$ cat src/rtl/assert_macros.svh
// ----------------------------------------------------------------------------
// Assertion macros
// Clocked property checks shared by the list engine modules.
// ----------------------------------------------------------------------------
`ifndef ASSERT_MACROS_SVH
`define ASSERT_MACROS_SVH
`ifndef SYNTHESIS
`define OLE_ASSERT(lbl, clk, rst, prop) \
  lbl: assert property (@(posedge clk) disable iff (rst) prop) \
    else $error("ordered list engine check failed");
`define OLE_ASSERT_NEXT(lbl, clk, rst, ante, cons) \
  lbl: assert property (@(posedge clk) disable iff (rst) (ante) |=> (cons)) \
    else $error("ordered list engine sequencing check failed");
`else
`define OLE_ASSERT(lbl, clk, rst, prop)
`define OLE_ASSERT_NEXT(lbl, clk, rst, ante, cons)
`endif
`endif

$ cat src/rtl/ole_pkg.sv
// ----------------------------------------------------------------------------
// Ordered list engine package
// Command and status codes, controller states, and the control and status
// bundles that pass between the controller and the datapath.
// ----------------------------------------------------------------------------
package ole_pkg;

  localparam logic [2:0] CMD_INS_HEAD   = 3'd0;
  localparam logic [2:0] CMD_INS_TAIL   = 3'd1;
  localparam logic [2:0] CMD_INS_AFTER  = 3'd2;
  localparam logic [2:0] CMD_INS_BEFORE = 3'd3;
  localparam logic [2:0] CMD_DEL_HEAD   = 3'd4;
  localparam logic [2:0] CMD_DEL_TAIL   = 3'd5;
  localparam logic [2:0] CMD_DEL_AFTER  = 3'd6;
  localparam logic [2:0] CMD_DEL_BEFORE = 3'd7;

  localparam logic [2:0] STS_OK    = 3'd0;
  localparam logic [2:0] STS_EMPTY = 3'd1;
  localparam logic [2:0] STS_NOKEY = 3'd2;
  localparam logic [2:0] STS_NONB  = 3'd3;
  localparam logic [2:0] STS_FULL  = 3'd4;

  typedef enum logic [3:0] {
    ST_IDLE,
    ST_DISPATCH,
    ST_SEEK,
    ST_WALK,
    ST_ALLOC,
    ST_TAKE,
    ST_LINK1,
    ST_LINK2,
    ST_UNLINK_RD,
    ST_UNLINK1,
    ST_UNLINK2,
    ST_DONE
  } state_t;

  typedef enum logic [3:0] {
    OP_NONE,
    OP_CAPTURE,
    OP_DISPATCH,
    OP_SEEK,
    OP_WALK,
    OP_ALLOC,
    OP_TAKE,
    OP_LINK1,
    OP_LINK2,
    OP_UNLINK_RD,
    OP_UNLINK1,
    OP_UNLINK2
  } op_t;

  typedef struct packed {
    op_t op;
  } ctl_t;

  typedef struct packed {
    logic [2:0] cmd;
    logic       head_nil;
    logic       free_nil;
    logic       match;
    logic       next_nil;
    logic       prev_nil;
  } sts_t;

endpackage

$ cat src/rtl/ole_ctrl.sv
// ----------------------------------------------------------------------------
// Ordered list engine controller
// Sequences each command through search, allocation, linking and unlinking
// steps and decides the returned status.
// ----------------------------------------------------------------------------
`include "assert_macros.svh"

module ole_ctrl (
  input  logic          clk,
  input  logic          rst,
  input  logic          start,
  output logic          busy,
  output logic          done,
  output logic [2:0]    status,
  output ole_pkg::ctl_t ctl,
  input  ole_pkg::sts_t sts
);

  ole_pkg::state_t state, state_next;
  logic [2:0] status_q, status_next;

  always_ff @(posedge clk) begin
    if (rst) begin
      state    <= ole_pkg::ST_IDLE;
      status_q <= ole_pkg::STS_OK;
    end else begin
      state    <= state_next;
      status_q <= status_next;
    end
  end

  always_comb begin
    state_next  = state;
    status_next = status_q;
    case (state)
      ole_pkg::ST_IDLE, ole_pkg::ST_DONE: begin
        state_next = start ? ole_pkg::ST_DISPATCH : ole_pkg::ST_IDLE;
      end
      ole_pkg::ST_DISPATCH: begin
        case (sts.cmd)
          ole_pkg::CMD_INS_HEAD, ole_pkg::CMD_INS_TAIL: begin
            if (sts.free_nil) begin
              state_next  = ole_pkg::ST_DONE;
              status_next = ole_pkg::STS_FULL;
            end else begin
              state_next = ole_pkg::ST_ALLOC;
            end
          end
          ole_pkg::CMD_INS_AFTER: begin
            if (sts.head_nil) begin
              state_next  = ole_pkg::ST_DONE;
              status_next = ole_pkg::STS_EMPTY;
            end else begin
              state_next = ole_pkg::ST_SEEK;
            end
          end
          ole_pkg::CMD_DEL_HEAD, ole_pkg::CMD_DEL_TAIL: begin
            if (sts.head_nil) begin
              state_next  = ole_pkg::ST_DONE;
              status_next = ole_pkg::STS_EMPTY;
            end else begin
              state_next = ole_pkg::ST_UNLINK_RD;
            end
          end
          default: begin
            // Insert before and the keyed deletes report a missing key on
            // an empty list.
            if (sts.head_nil) begin
              state_next  = ole_pkg::ST_DONE;
              status_next = ole_pkg::STS_NOKEY;
            end else begin
              state_next = ole_pkg::ST_SEEK;
            end
          end
        endcase
      end
      ole_pkg::ST_SEEK: begin
        state_next = ole_pkg::ST_WALK;
      end
      ole_pkg::ST_WALK: begin
        if (sts.match) begin
          case (sts.cmd)
            ole_pkg::CMD_DEL_AFTER: begin
              if (sts.next_nil) begin
                state_next  = ole_pkg::ST_DONE;
                status_next = ole_pkg::STS_NONB;
              end else begin
                state_next = ole_pkg::ST_UNLINK_RD;
              end
            end
            ole_pkg::CMD_DEL_BEFORE: begin
              if (sts.prev_nil) begin
                state_next  = ole_pkg::ST_DONE;
                status_next = ole_pkg::STS_NONB;
              end else begin
                state_next = ole_pkg::ST_UNLINK_RD;
              end
            end
            default: begin
              if (sts.free_nil) begin
                state_next  = ole_pkg::ST_DONE;
                status_next = ole_pkg::STS_FULL;
              end else begin
                state_next = ole_pkg::ST_ALLOC;
              end
            end
          endcase
        end else if (sts.next_nil) begin
          state_next  = ole_pkg::ST_DONE;
          status_next = ole_pkg::STS_NOKEY;
        end
      end
      ole_pkg::ST_ALLOC: begin
        state_next = ole_pkg::ST_TAKE;
      end
      ole_pkg::ST_TAKE: begin
        state_next = ole_pkg::ST_LINK1;
      end
      ole_pkg::ST_LINK1: begin
        if (sts.head_nil) begin
          state_next  = ole_pkg::ST_DONE;
          status_next = ole_pkg::STS_OK;
        end else begin
          state_next = ole_pkg::ST_LINK2;
        end
      end
      ole_pkg::ST_LINK2: begin
        state_next  = ole_pkg::ST_DONE;
        status_next = ole_pkg::STS_OK;
      end
      ole_pkg::ST_UNLINK_RD: begin
        state_next = ole_pkg::ST_UNLINK1;
      end
      ole_pkg::ST_UNLINK1: begin
        state_next = ole_pkg::ST_UNLINK2;
      end
      ole_pkg::ST_UNLINK2: begin
        state_next  = ole_pkg::ST_DONE;
        status_next = ole_pkg::STS_OK;
      end
      default: begin
        state_next = ole_pkg::ST_IDLE;
      end
    endcase
  end

  always_comb begin
    ctl.op = ole_pkg::OP_NONE;
    busy   = 1'b1;
    done   = 1'b0;
    case (state)
      ole_pkg::ST_IDLE: begin
        busy = 1'b0;
        if (start) ctl.op = ole_pkg::OP_CAPTURE;
      end
      ole_pkg::ST_DONE: begin
        busy = 1'b0;
        done = 1'b1;
        if (start) ctl.op = ole_pkg::OP_CAPTURE;
      end
      ole_pkg::ST_DISPATCH:  ctl.op = ole_pkg::OP_DISPATCH;
      ole_pkg::ST_SEEK:      ctl.op = ole_pkg::OP_SEEK;
      ole_pkg::ST_WALK:      ctl.op = ole_pkg::OP_WALK;
      ole_pkg::ST_ALLOC:     ctl.op = ole_pkg::OP_ALLOC;
      ole_pkg::ST_TAKE:      ctl.op = ole_pkg::OP_TAKE;
      ole_pkg::ST_LINK1:     ctl.op = ole_pkg::OP_LINK1;
      ole_pkg::ST_LINK2:     ctl.op = ole_pkg::OP_LINK2;
      ole_pkg::ST_UNLINK_RD: ctl.op = ole_pkg::OP_UNLINK_RD;
      ole_pkg::ST_UNLINK1:   ctl.op = ole_pkg::OP_UNLINK1;
      ole_pkg::ST_UNLINK2:   ctl.op = ole_pkg::OP_UNLINK2;
      default:               ctl.op = ole_pkg::OP_NONE;
    endcase
  end

  assign status = status_q;

  `OLE_ASSERT_NEXT(a_accept_dispatch, clk, rst, start && !busy, state == ole_pkg::ST_DISPATCH)
  `OLE_ASSERT(a_done_not_busy, clk, rst, done |-> !busy)

endmodule

$ cat config.mk
export PLATFORM = sky130hd
export DESIGN_NAME = ole_ctrl
export DESIGN_NICKNAME = d
export VERILOG_FILES = /design/src/rtl/ole_pkg.sv /design/src/rtl/ole_ctrl.sv
export VERILOG_INCLUDE_DIRS = /design/src /design/src/rtl
export SDC_FILE = /design/constraint.sdc
export NUM_CORES = 1
export LEC_CHECK = 0
export CORE_UTILIZATION = 60
export CTS_CLUSTER_SIZE = 12
export DETAILED_ROUTE_END_ITERATION = 8
export DONT_BUFFER_PORTS = 1
export MAX_ROUTING_LAYER = met4
export PLACE_DENSITY = 0.76
export SKIP_CTS_REPAIR_TIMING = 1
export SLEW_MARGIN = 30
export SYNTH_ARGS = -nofsm -noshare
export SYNTH_HDL_FRONTEND = slang
export SYNTH_SLANG_ARGS = --single-unit
$ cat constraint.sdc
create_clock -name clk -period 2.3 [get_ports clk]
set_clock_uncertainty 0.2 [all_clocks]
set_input_delay 0.46 -clock clk [delete_from_list [all_inputs] [get_ports clk]]
set_output_delay 0.46 -clock clk [all_outputs]
set_load 0.005 [all_outputs]
# [After elaboration in Yosys (flattened, before gate mapping)]
# Cells that the tools add are included.
[op_classes] n_addsub=0 multipliers=0 div=0 n_lt_le_gt_ge=0 n_eq_ne=23 shifts=0 muxes=26 bitwise=0 reduce_logical=9
[ops] operator="$pmux 4 s11" n=1
[ops] operator="$pmux 4 s10" n=1
[ops] operator="$mux 3" n=8
[ops] operator="$mux 4" n=5
[ops] operator="$eq 4x3->1 const B" n=4
[ops] operator="$eq 4x4->1 const B" n=4
[ops] operator="$pmux 4 s2" n=2
[ops] operator="$eq 3x3->1 const B" n=4
[ops] operator="$pmux 3 s2" n=2
[ops] operator="$pmux 3 s4" n=1
[ops] operator="$ne 3x3->1 const B" n=3
[ops] operator="$eq 4x2->1 const B" n=2
[ops] operator="$reduce_or 2->1" n=4
[ops] operator="$reduce_and 7->1" n=1
[ops] operator="$mux 2" n=3
[ops] operator="$eq 4x1->1 const B" n=1
[ops] operator="$logic_not 4->1" n=1
[ops] operator="$ne 4x4->1 const B" n=1
[ops] operator="$reduce_bool 4->1" n=1
[ops] operator="$eq 3x1->1 const B" n=1
[ops] operator="$eq 3x2->1 const B" n=1
[ops] operator="$logic_not 3->1" n=1
[ops] operator="$mux 1" n=3
[ops] operator="$ne 3x2->1 const B" n=1
[ops] operator="2 further kinds" n=2
[totals] reg_bits=7 latch_bits=0 mem_bits_rw=0 mem_bits_ro=0 input_bits=11 output_inout_bits=9 elab_cells=60 n_memories=0

# [Longest topological paths before layout]
# Gate-level depths: netlist of run 1.
[logic_depth] depth_word=4 depth_mapped=6 ltp_nobuf=5

# [Least setup slack after synthesis of run 1]
# No wires, ideal clock.
[synth_timing] path_type="reg-to-output" start="register state[3]" end="output port ctl[0] in the netlist's numbering" arrival_ns=1.148 t_required_ns=1.640 path_slack_ns=0.492 stages_incl_launch_ff=5 n_path_buf=2 cell_sequence="dfxtp_1 -> buf_6 -> clkbuf_1 -> nand2_1 -> a222oi_1"
[synth_rtl] item="start, declared" line="ole_ctrl.sv:19" text="ole_pkg::state_t state, state_next;"
[synth_rtl] item="start signal, assigned" line="ole_ctrl.sv:24" text="state <= ole_pkg::ST_IDLE;"
[synth_rtl] item="start signal, assigned" line="ole_ctrl.sv:27" text="state <= state_next;"
[synth_rtl] item="end, declared" line="ole_ctrl.sv:15" text="output ole_pkg::ctl_t ctl,"

==> results of run 1 <==
[placed cells by master (no fill, tap or decap), drive strengths merged, types with 2 or more instances in the layout]
| cell type | Yosys | final |
|---|---|---|
| o21ai | 8 | 8 |
| nand3b | 2 | 2 |
| nor2 | 8 | 8 |
| mux2i | 2 | 2 |
| clkbuf | 1 | 4 |
| dfxtp | 7 | 7 |
| o31ai | 2 | 2 |
| o221ai | 2 | 2 |
| nand2 | 9 | 9 |
| nand2b | 2 | 2 |
| nor3 | 4 | 4 |
| a31oi | 3 | 3 |
| a21oi | 11 | 11 |
| a21o | 3 | 3 |
| or3 | 3 | 3 |
| inv | 6 | 6 |
| o211ai | 2 | 2 |
| nand3 | 4 | 4 |
| nor2b | 4 | 4 |
[worst min-delay path by stage]
| stage | startpoint | endpoint | slack (ns) |
|---|---|---|---|
| floorplan | status[1]$_SDFFE_PP0P_ | status[1]$_SDFFE_PP0P_ | 0.31 |
| global placement | status[1]$_SDFFE_PP0P_ | status[1]$_SDFFE_PP0P_ | 0.33 |
| detailed placement | rst | state[1]$_SDFFE_PP0N_ | 0.33 |
| CTS | rst | state[1]$_SDFFE_PP0N_ | 0.06 |
| global route | rst | state[1]$_SDFFE_PP0N_ | 0.06 |
| finish | rst | state[2]$_SDFFE_PP0N_ | 0.07 |
[cells by family (layout without fill, tap and decap cells)]
kind of cell | Yosys count | count (layout) | share of synthesized area
DFF | 7 | 7 | 0.177
buffers and inverters | 15 | 11 | 0.0978
AOI/OAI and AO/OA | 38 | 38 | 0.338
xor gates and xnor gates | 2 | 2 | 0.0221
and+or+nand+nor | 44 | 44 | 0.341
muxes | 2 | 2 | 0.0252
[layout make-up]
type / count / area [µm²] / share of cell area
clock buffer: 4 / 26.3 / 0.0333
timing repair buffer: 1 / 7.51 / 0.00951
sequential: 7 / 140 / 0.177
inverter: 6 / 22.5 / 0.0285
multi-input combinational: 86 / 576 / 0.729
tap: 14 / 17.5 / 0.0222
[metrics by stage]
step                      instances  cell area, µm²  hold slack, ns  total power [W]  setup WS [ns]
after global placement          114             763           0.328         0.000689          0.343
after detailed placement        114             763           0.332         0.000703          0.264
after floorplan                 108             793           0.308         0.000669          0.492
after CTS                       118             790          0.0623         0.000820          0.134
final                           118             790          0.0708         0.000816          0.135
after global routing            118             790          0.0577         0.000882         0.0617
[critical path: stages (launching register included)]
cell,delay (ns)
dfxtp_1,0.75
nand2_1,0.11
a222oi_1,0.39
[state kept, by name, indices dropped and copies added (netlist names)]
signal,flops
state,4
status,3
[per-layer routing]
metal	track usage	wire length (µm)
met1	0.389	905
met5	-	0
met2	0.411	771
met4	0.181	29
met3	0.0523	126
[cells in the mapped netlist, types with 2 or more instances]
cell / n / area share
dfxtp_1: 7 / 0.18
mux2i_1: 2 / 0.025
nand2_1: 7 / 0.033
a21o_1: 3 / 0.028
nor3_1: 4 / 0.025
inv_1: 6 / 0.028
nand2b_1: 2 / 0.016
nand2_2: 2 / 0.016
a31oi_1: 3 / 0.024
nand3b_1: 2 / 0.019
buf_2: 5 / 0.032
nor2_1: 8 / 0.038
o221ai_1: 2 / 0.022
o21ai_0: 6 / 0.038
a21oi_1: 11 / 0.069
nand3_1: 4 / 0.025
o31ai_1: 2 / 0.019
nor2b_1: 4 / 0.032
buf_6: 2 / 0.028
or3_1: 3 / 0.024
[power by group through the flow]
stage	clock network [W]	logic [W]	registers, W
after floorplan	0	0.000477	0.000192
final	0.000112	0.000409	0.000295
after global placement	0	0.000400	0.000289
after global routing	0.000120	0.000453	0.000309
after CTS	0.000116	0.000408	0.000295
after detailed placement	0	0.000407	0.000296
==> out/summary.txt, run 1 <==
Worst-Skew Late Latency -> 0.25 ns
Slew headroom -> 0.547
Final min period -> 2.17 ns
vias per inst -> 6.74
Pre-antenna DRT Iters -> 4
ratio of cells with drive above 1 in the final layout -> 0.115
Initial Util -> 0.677
# clock sinks -> 7
Sw Pwr -> 0.000376 W
initial antenna violation count -> 0
largest net degree at the start of global routing -> 22
chip height -> 38.4 µm
crit path launch -> state[3]$_SDFFE_PP0N_
Routed WL -> 1830 µm
Combinational Power Share -> 0.501
r2r setup slk -> 0.23 ns
Leakage Power -> 0.282 nW
fin util -> 0.674
Clk pin slew, worst setup/hold paths -> 0.05 ns
Total GRT Usage -> 0.294
Area growth syn-to-layout -> -0.473%
number of synthesized flops with an enable pin -> 0
fin crit share -> 0.941
num ports -> 20
FF-to-FF Start -> state[3]$_SDFFE_PP0N_
power density cells -> 1030 nW/µm²
worst endpoint data arrival time -> 1.51 ns
Final Hold Fails -> 0
H-tree depth -> 1
worst path required time -> 1.64 ns
number of global-route vias before repair -> 691
IO buf count -> 0
worst hold path depth -> 1
FFs w/ async S/R, synth -> 0
R2R depth -> 5
cell-internal power -> 0.000440 W
Seq cells post-synth -> 7
WL/cell -> 15.5 µm
Worst Hold Class -> input port to register
DIE AREA -> 1470 µm²
Max IR drop VDD -> 419 µV
Max Cap Violations -> 0
CTS tree -> built
synthesized area -> 793 µm²
RSZ-0062 raised after global routing -> no
Post-Syn Instances -> 108
dpl hpwl -> 1330 µm
Residual DRC -> 0
Clock Tree Buf Depth -> 2
final antenna diode count -> 0
fmax -> 462 MHz
Avg Inst Size Synth -> 7.35 µm²
sequential share of power -> 0.362
first-pass GRT wire length -> 2930 µm
reg-to-reg endpoint -> status[2]$_SDFFE_PP0P_
setup violators final -> 0
Core ar. -> 1170 µm²
Net Sw Frac -> 0.460
# fillers -> 106
Setup Crit Path Kind -> register to primary output
Num CTS Buffers -> 3
Die W -> 38.4 µm
final net count -> 116
worst-path maximum fanout -> 21
Yosys warnings -> 0
remaining antenna violation count after routing -> 0
crit path capture type -> primary output
outcome -> completed
crit path to -> ctl[0]
final RePlAce weighted congestion -> 0.886
num rows -> 12
sequential-to-total area share from yosys stat -> 0.177
DRC violation total after the first TritonRoute iteration -> 32
Synth Net Count -> 119
measured slew at the worst slew-check pin -> 0.679 ns
gr ovfl total -> 0
fin. max-slew vios -> 0
Via Count -> 795
Startpoint Class -> register
Final TNS setup -> 0 ns
clock root cell -> clkbuf_4
main flop type after synthesis -> dfxtp_1
unique cell type count in the Yosys netlist -> 43
clock share of power -> 0.138
Note: power is estimated with default switching activity, not from simulation.
==> run 2, diff against run 1 <==
Settings changed: CELL_PAD_IN_SITES_DETAIL_PLACEMENT set to 0, CELL_PAD_IN_SITES_GLOBAL_PLACEMENT set to 1, CORE_ASPECT_RATIO set to 1.2, CORE_UTILIZATION 60 to 43, MAX_ROUTING_LAYER met4 to unset.
==> run 2 against run 1 <==
Compared with the run above:
- sequential power rose by 2%
- register-to-register slack improved by 0.08 ns
- largest cell class unchanged
- utilization fell by 20 points
- die area rose by 37%
- count of clock-buffer cells in the layout did not move
- cell count rose by 3.4%
==> out/summary.txt, run 2 (synthesized netlist as in run 1, its figures left out) <==
most common cell after layout, fill and taps aside -> a21oi_1
CTS tree -> built
Final min period -> 2.11 ns
WP buf/inv -> 0
remaining antenna violation count after routing -> 0
DRC violation total after the first TritonRoute iteration -> 16
Clk pin slew, worst setup/hold paths -> 0.05 ns
chip height -> 49.1 µm
outcome -> completed
number of global-route vias before repair -> 731
vias per inst -> 6.48
fin crit share -> 0.916
largest net degree at the start of global routing -> 22
Max IR drop VDD -> 615 µV
Largest delay share family, worst path -> flip-flops
fin util -> 0.473
CP max stage delay -> 0.71 ns
worst path required time -> 1.64 ns
gr ovfl total -> 0
power density cells -> 1010 nW/µm²
# clock sinks -> 7
H-tree depth -> 1
Pre-antenna DRT Iters -> 4
DIE AREA -> 2020 µm²
Core ar. -> 1680 µm²
worst endpoint data arrival time -> 1.45 ns
cell chain of the critical path -> nand2_1, xor2_1, nor2_1
first-pass GRT wire length -> 3080 µm
Biggest register -> state
crit path max-delay cell type -> dfxtp_1
Worst Hold Class -> input port to register
Worst-Skew Late Latency -> 0.24 ns
initial antenna violation count -> 0
fin. max-slew vios -> 0
Residual DRC -> 0
M2 GR Usage -> 0.339
Max Cap Violations -> 0
most frequent cells in the layout -> 11 x a21oi_1, 8 x nor2_1, 7 x nand2_1
Num CTS Buffers -> 3
Slew headroom -> 0.586
fmax -> 475 MHz
WL/cell -> 15.6 µm
Final Hold Fails -> 0
num rows -> 16
Final TNS setup -> 0 ns
Initial Util -> 0.472
design area -> 796 µm²
met3 GRT Util -> 0.0868
num ports -> 20
setup violators final -> 0
FF+latch area -> 141 µm²
Total GRT Usage -> 0.218
Placement Setup Slack -> 0.269 ns
clock root cell -> clkbuf_4
Startpoint Class -> register
measured slew at the worst slew-check pin -> 0.619 ns
final antenna diode count -> 0
setup ws final -> 0.194 ns
Post-DP Area -> 768 µm²
Via Count -> 790
Setup Crit Path Kind -> register to primary output
crit path capture type -> primary output
IO buf count -> 0
Routed WL -> 1900 µm
Leakage Power -> 0.283 nW
GRT Max-Usage Layer -> met2
# fillers -> 170
Die W -> 41.2 µm
GR Util met1 -> 0.269
area of the multi-input gates -> 576 µm²
RSZ-0062 raised after global routing -> no
final RePlAce weighted congestion -> 0.795
dpl hpwl -> 1430 µm
worst-path maximum fanout -> 19
Clock Tree Buf Depth -> 2
Area growth syn-to-layout -> 0.315%
max FFs per register -> 4
final net count -> 116
ratio of cells with drive above 1 in the final layout -> 0.125
==> run 2: through the flow <==
| stage | hold WS [ns] | total power [W] | cells |
|---|---|---|---|
| 2_1_floorplan | 0.308 | 0.000669 | 108 |
| 6_report | 0.0789 | 0.000806 | 122 |
| 3_5_place_dp | 0.339 | 0.000702 | 118 |
| 5_1_grt | 0.0585 | 0.000886 | 122 |
| 4_1_cts | 0.0676 | 0.000816 | 122 |
| 3_3_place_gp | 0.337 | 0.000696 | 118 |
==> run 2: layer usage <==
metal / vias up / routed length, µm
met4: 0 / 0
met3: 0 / 103
li1: 393 / -
met5: - / 0
met1: 373 / 804
met2: 24 / 989
==> run 2: worst paths after layout <==
check                           cells after the start  slack (ns)                    from                      to
worst max-delay path                                3        0.19   state[0]$_SDFFE_PP0N_                  ctl[2]
worst min-delay path                                1        0.08                     rst   state[2]$_SDFFE_PP0N_
worst max register to register                      5        0.31   state[0]$_SDFFE_PP0N_  status[0]$_SDFFE_PP0P_
worst min register to register                      1        0.35  status[2]$_SDFFE_PP0P_  status[2]$_SDFFE_PP0P_
==> run 2: cell type report <==
cell class / instances / share of cell area
clock buffer: 4 / 0.0330
inverter: 6 / 0.0283
multi-input combinational: 86 / 0.723
sequential: 7 / 0.178
tap: 18 / 0.0283
timing repair buffer: 1 / 0.00943
==> run 2: worst reg2reg max path, delay by kind of cell (launching register included) <==
family | cells | cell delay [ns]
compound gates | 2 | 0.30
simple gates | 3 | 0.67
flops | 1 | 0.71
==> run 2: where the power goes <==
part | internal, W | switching [W] | total, W
clock | 0.0000659 | 0.0000407 | 0.000107
combinational | 0.000210 | 0.000189 | 0.000399
sequential | 0.000166 | 0.000135 | 0.000301
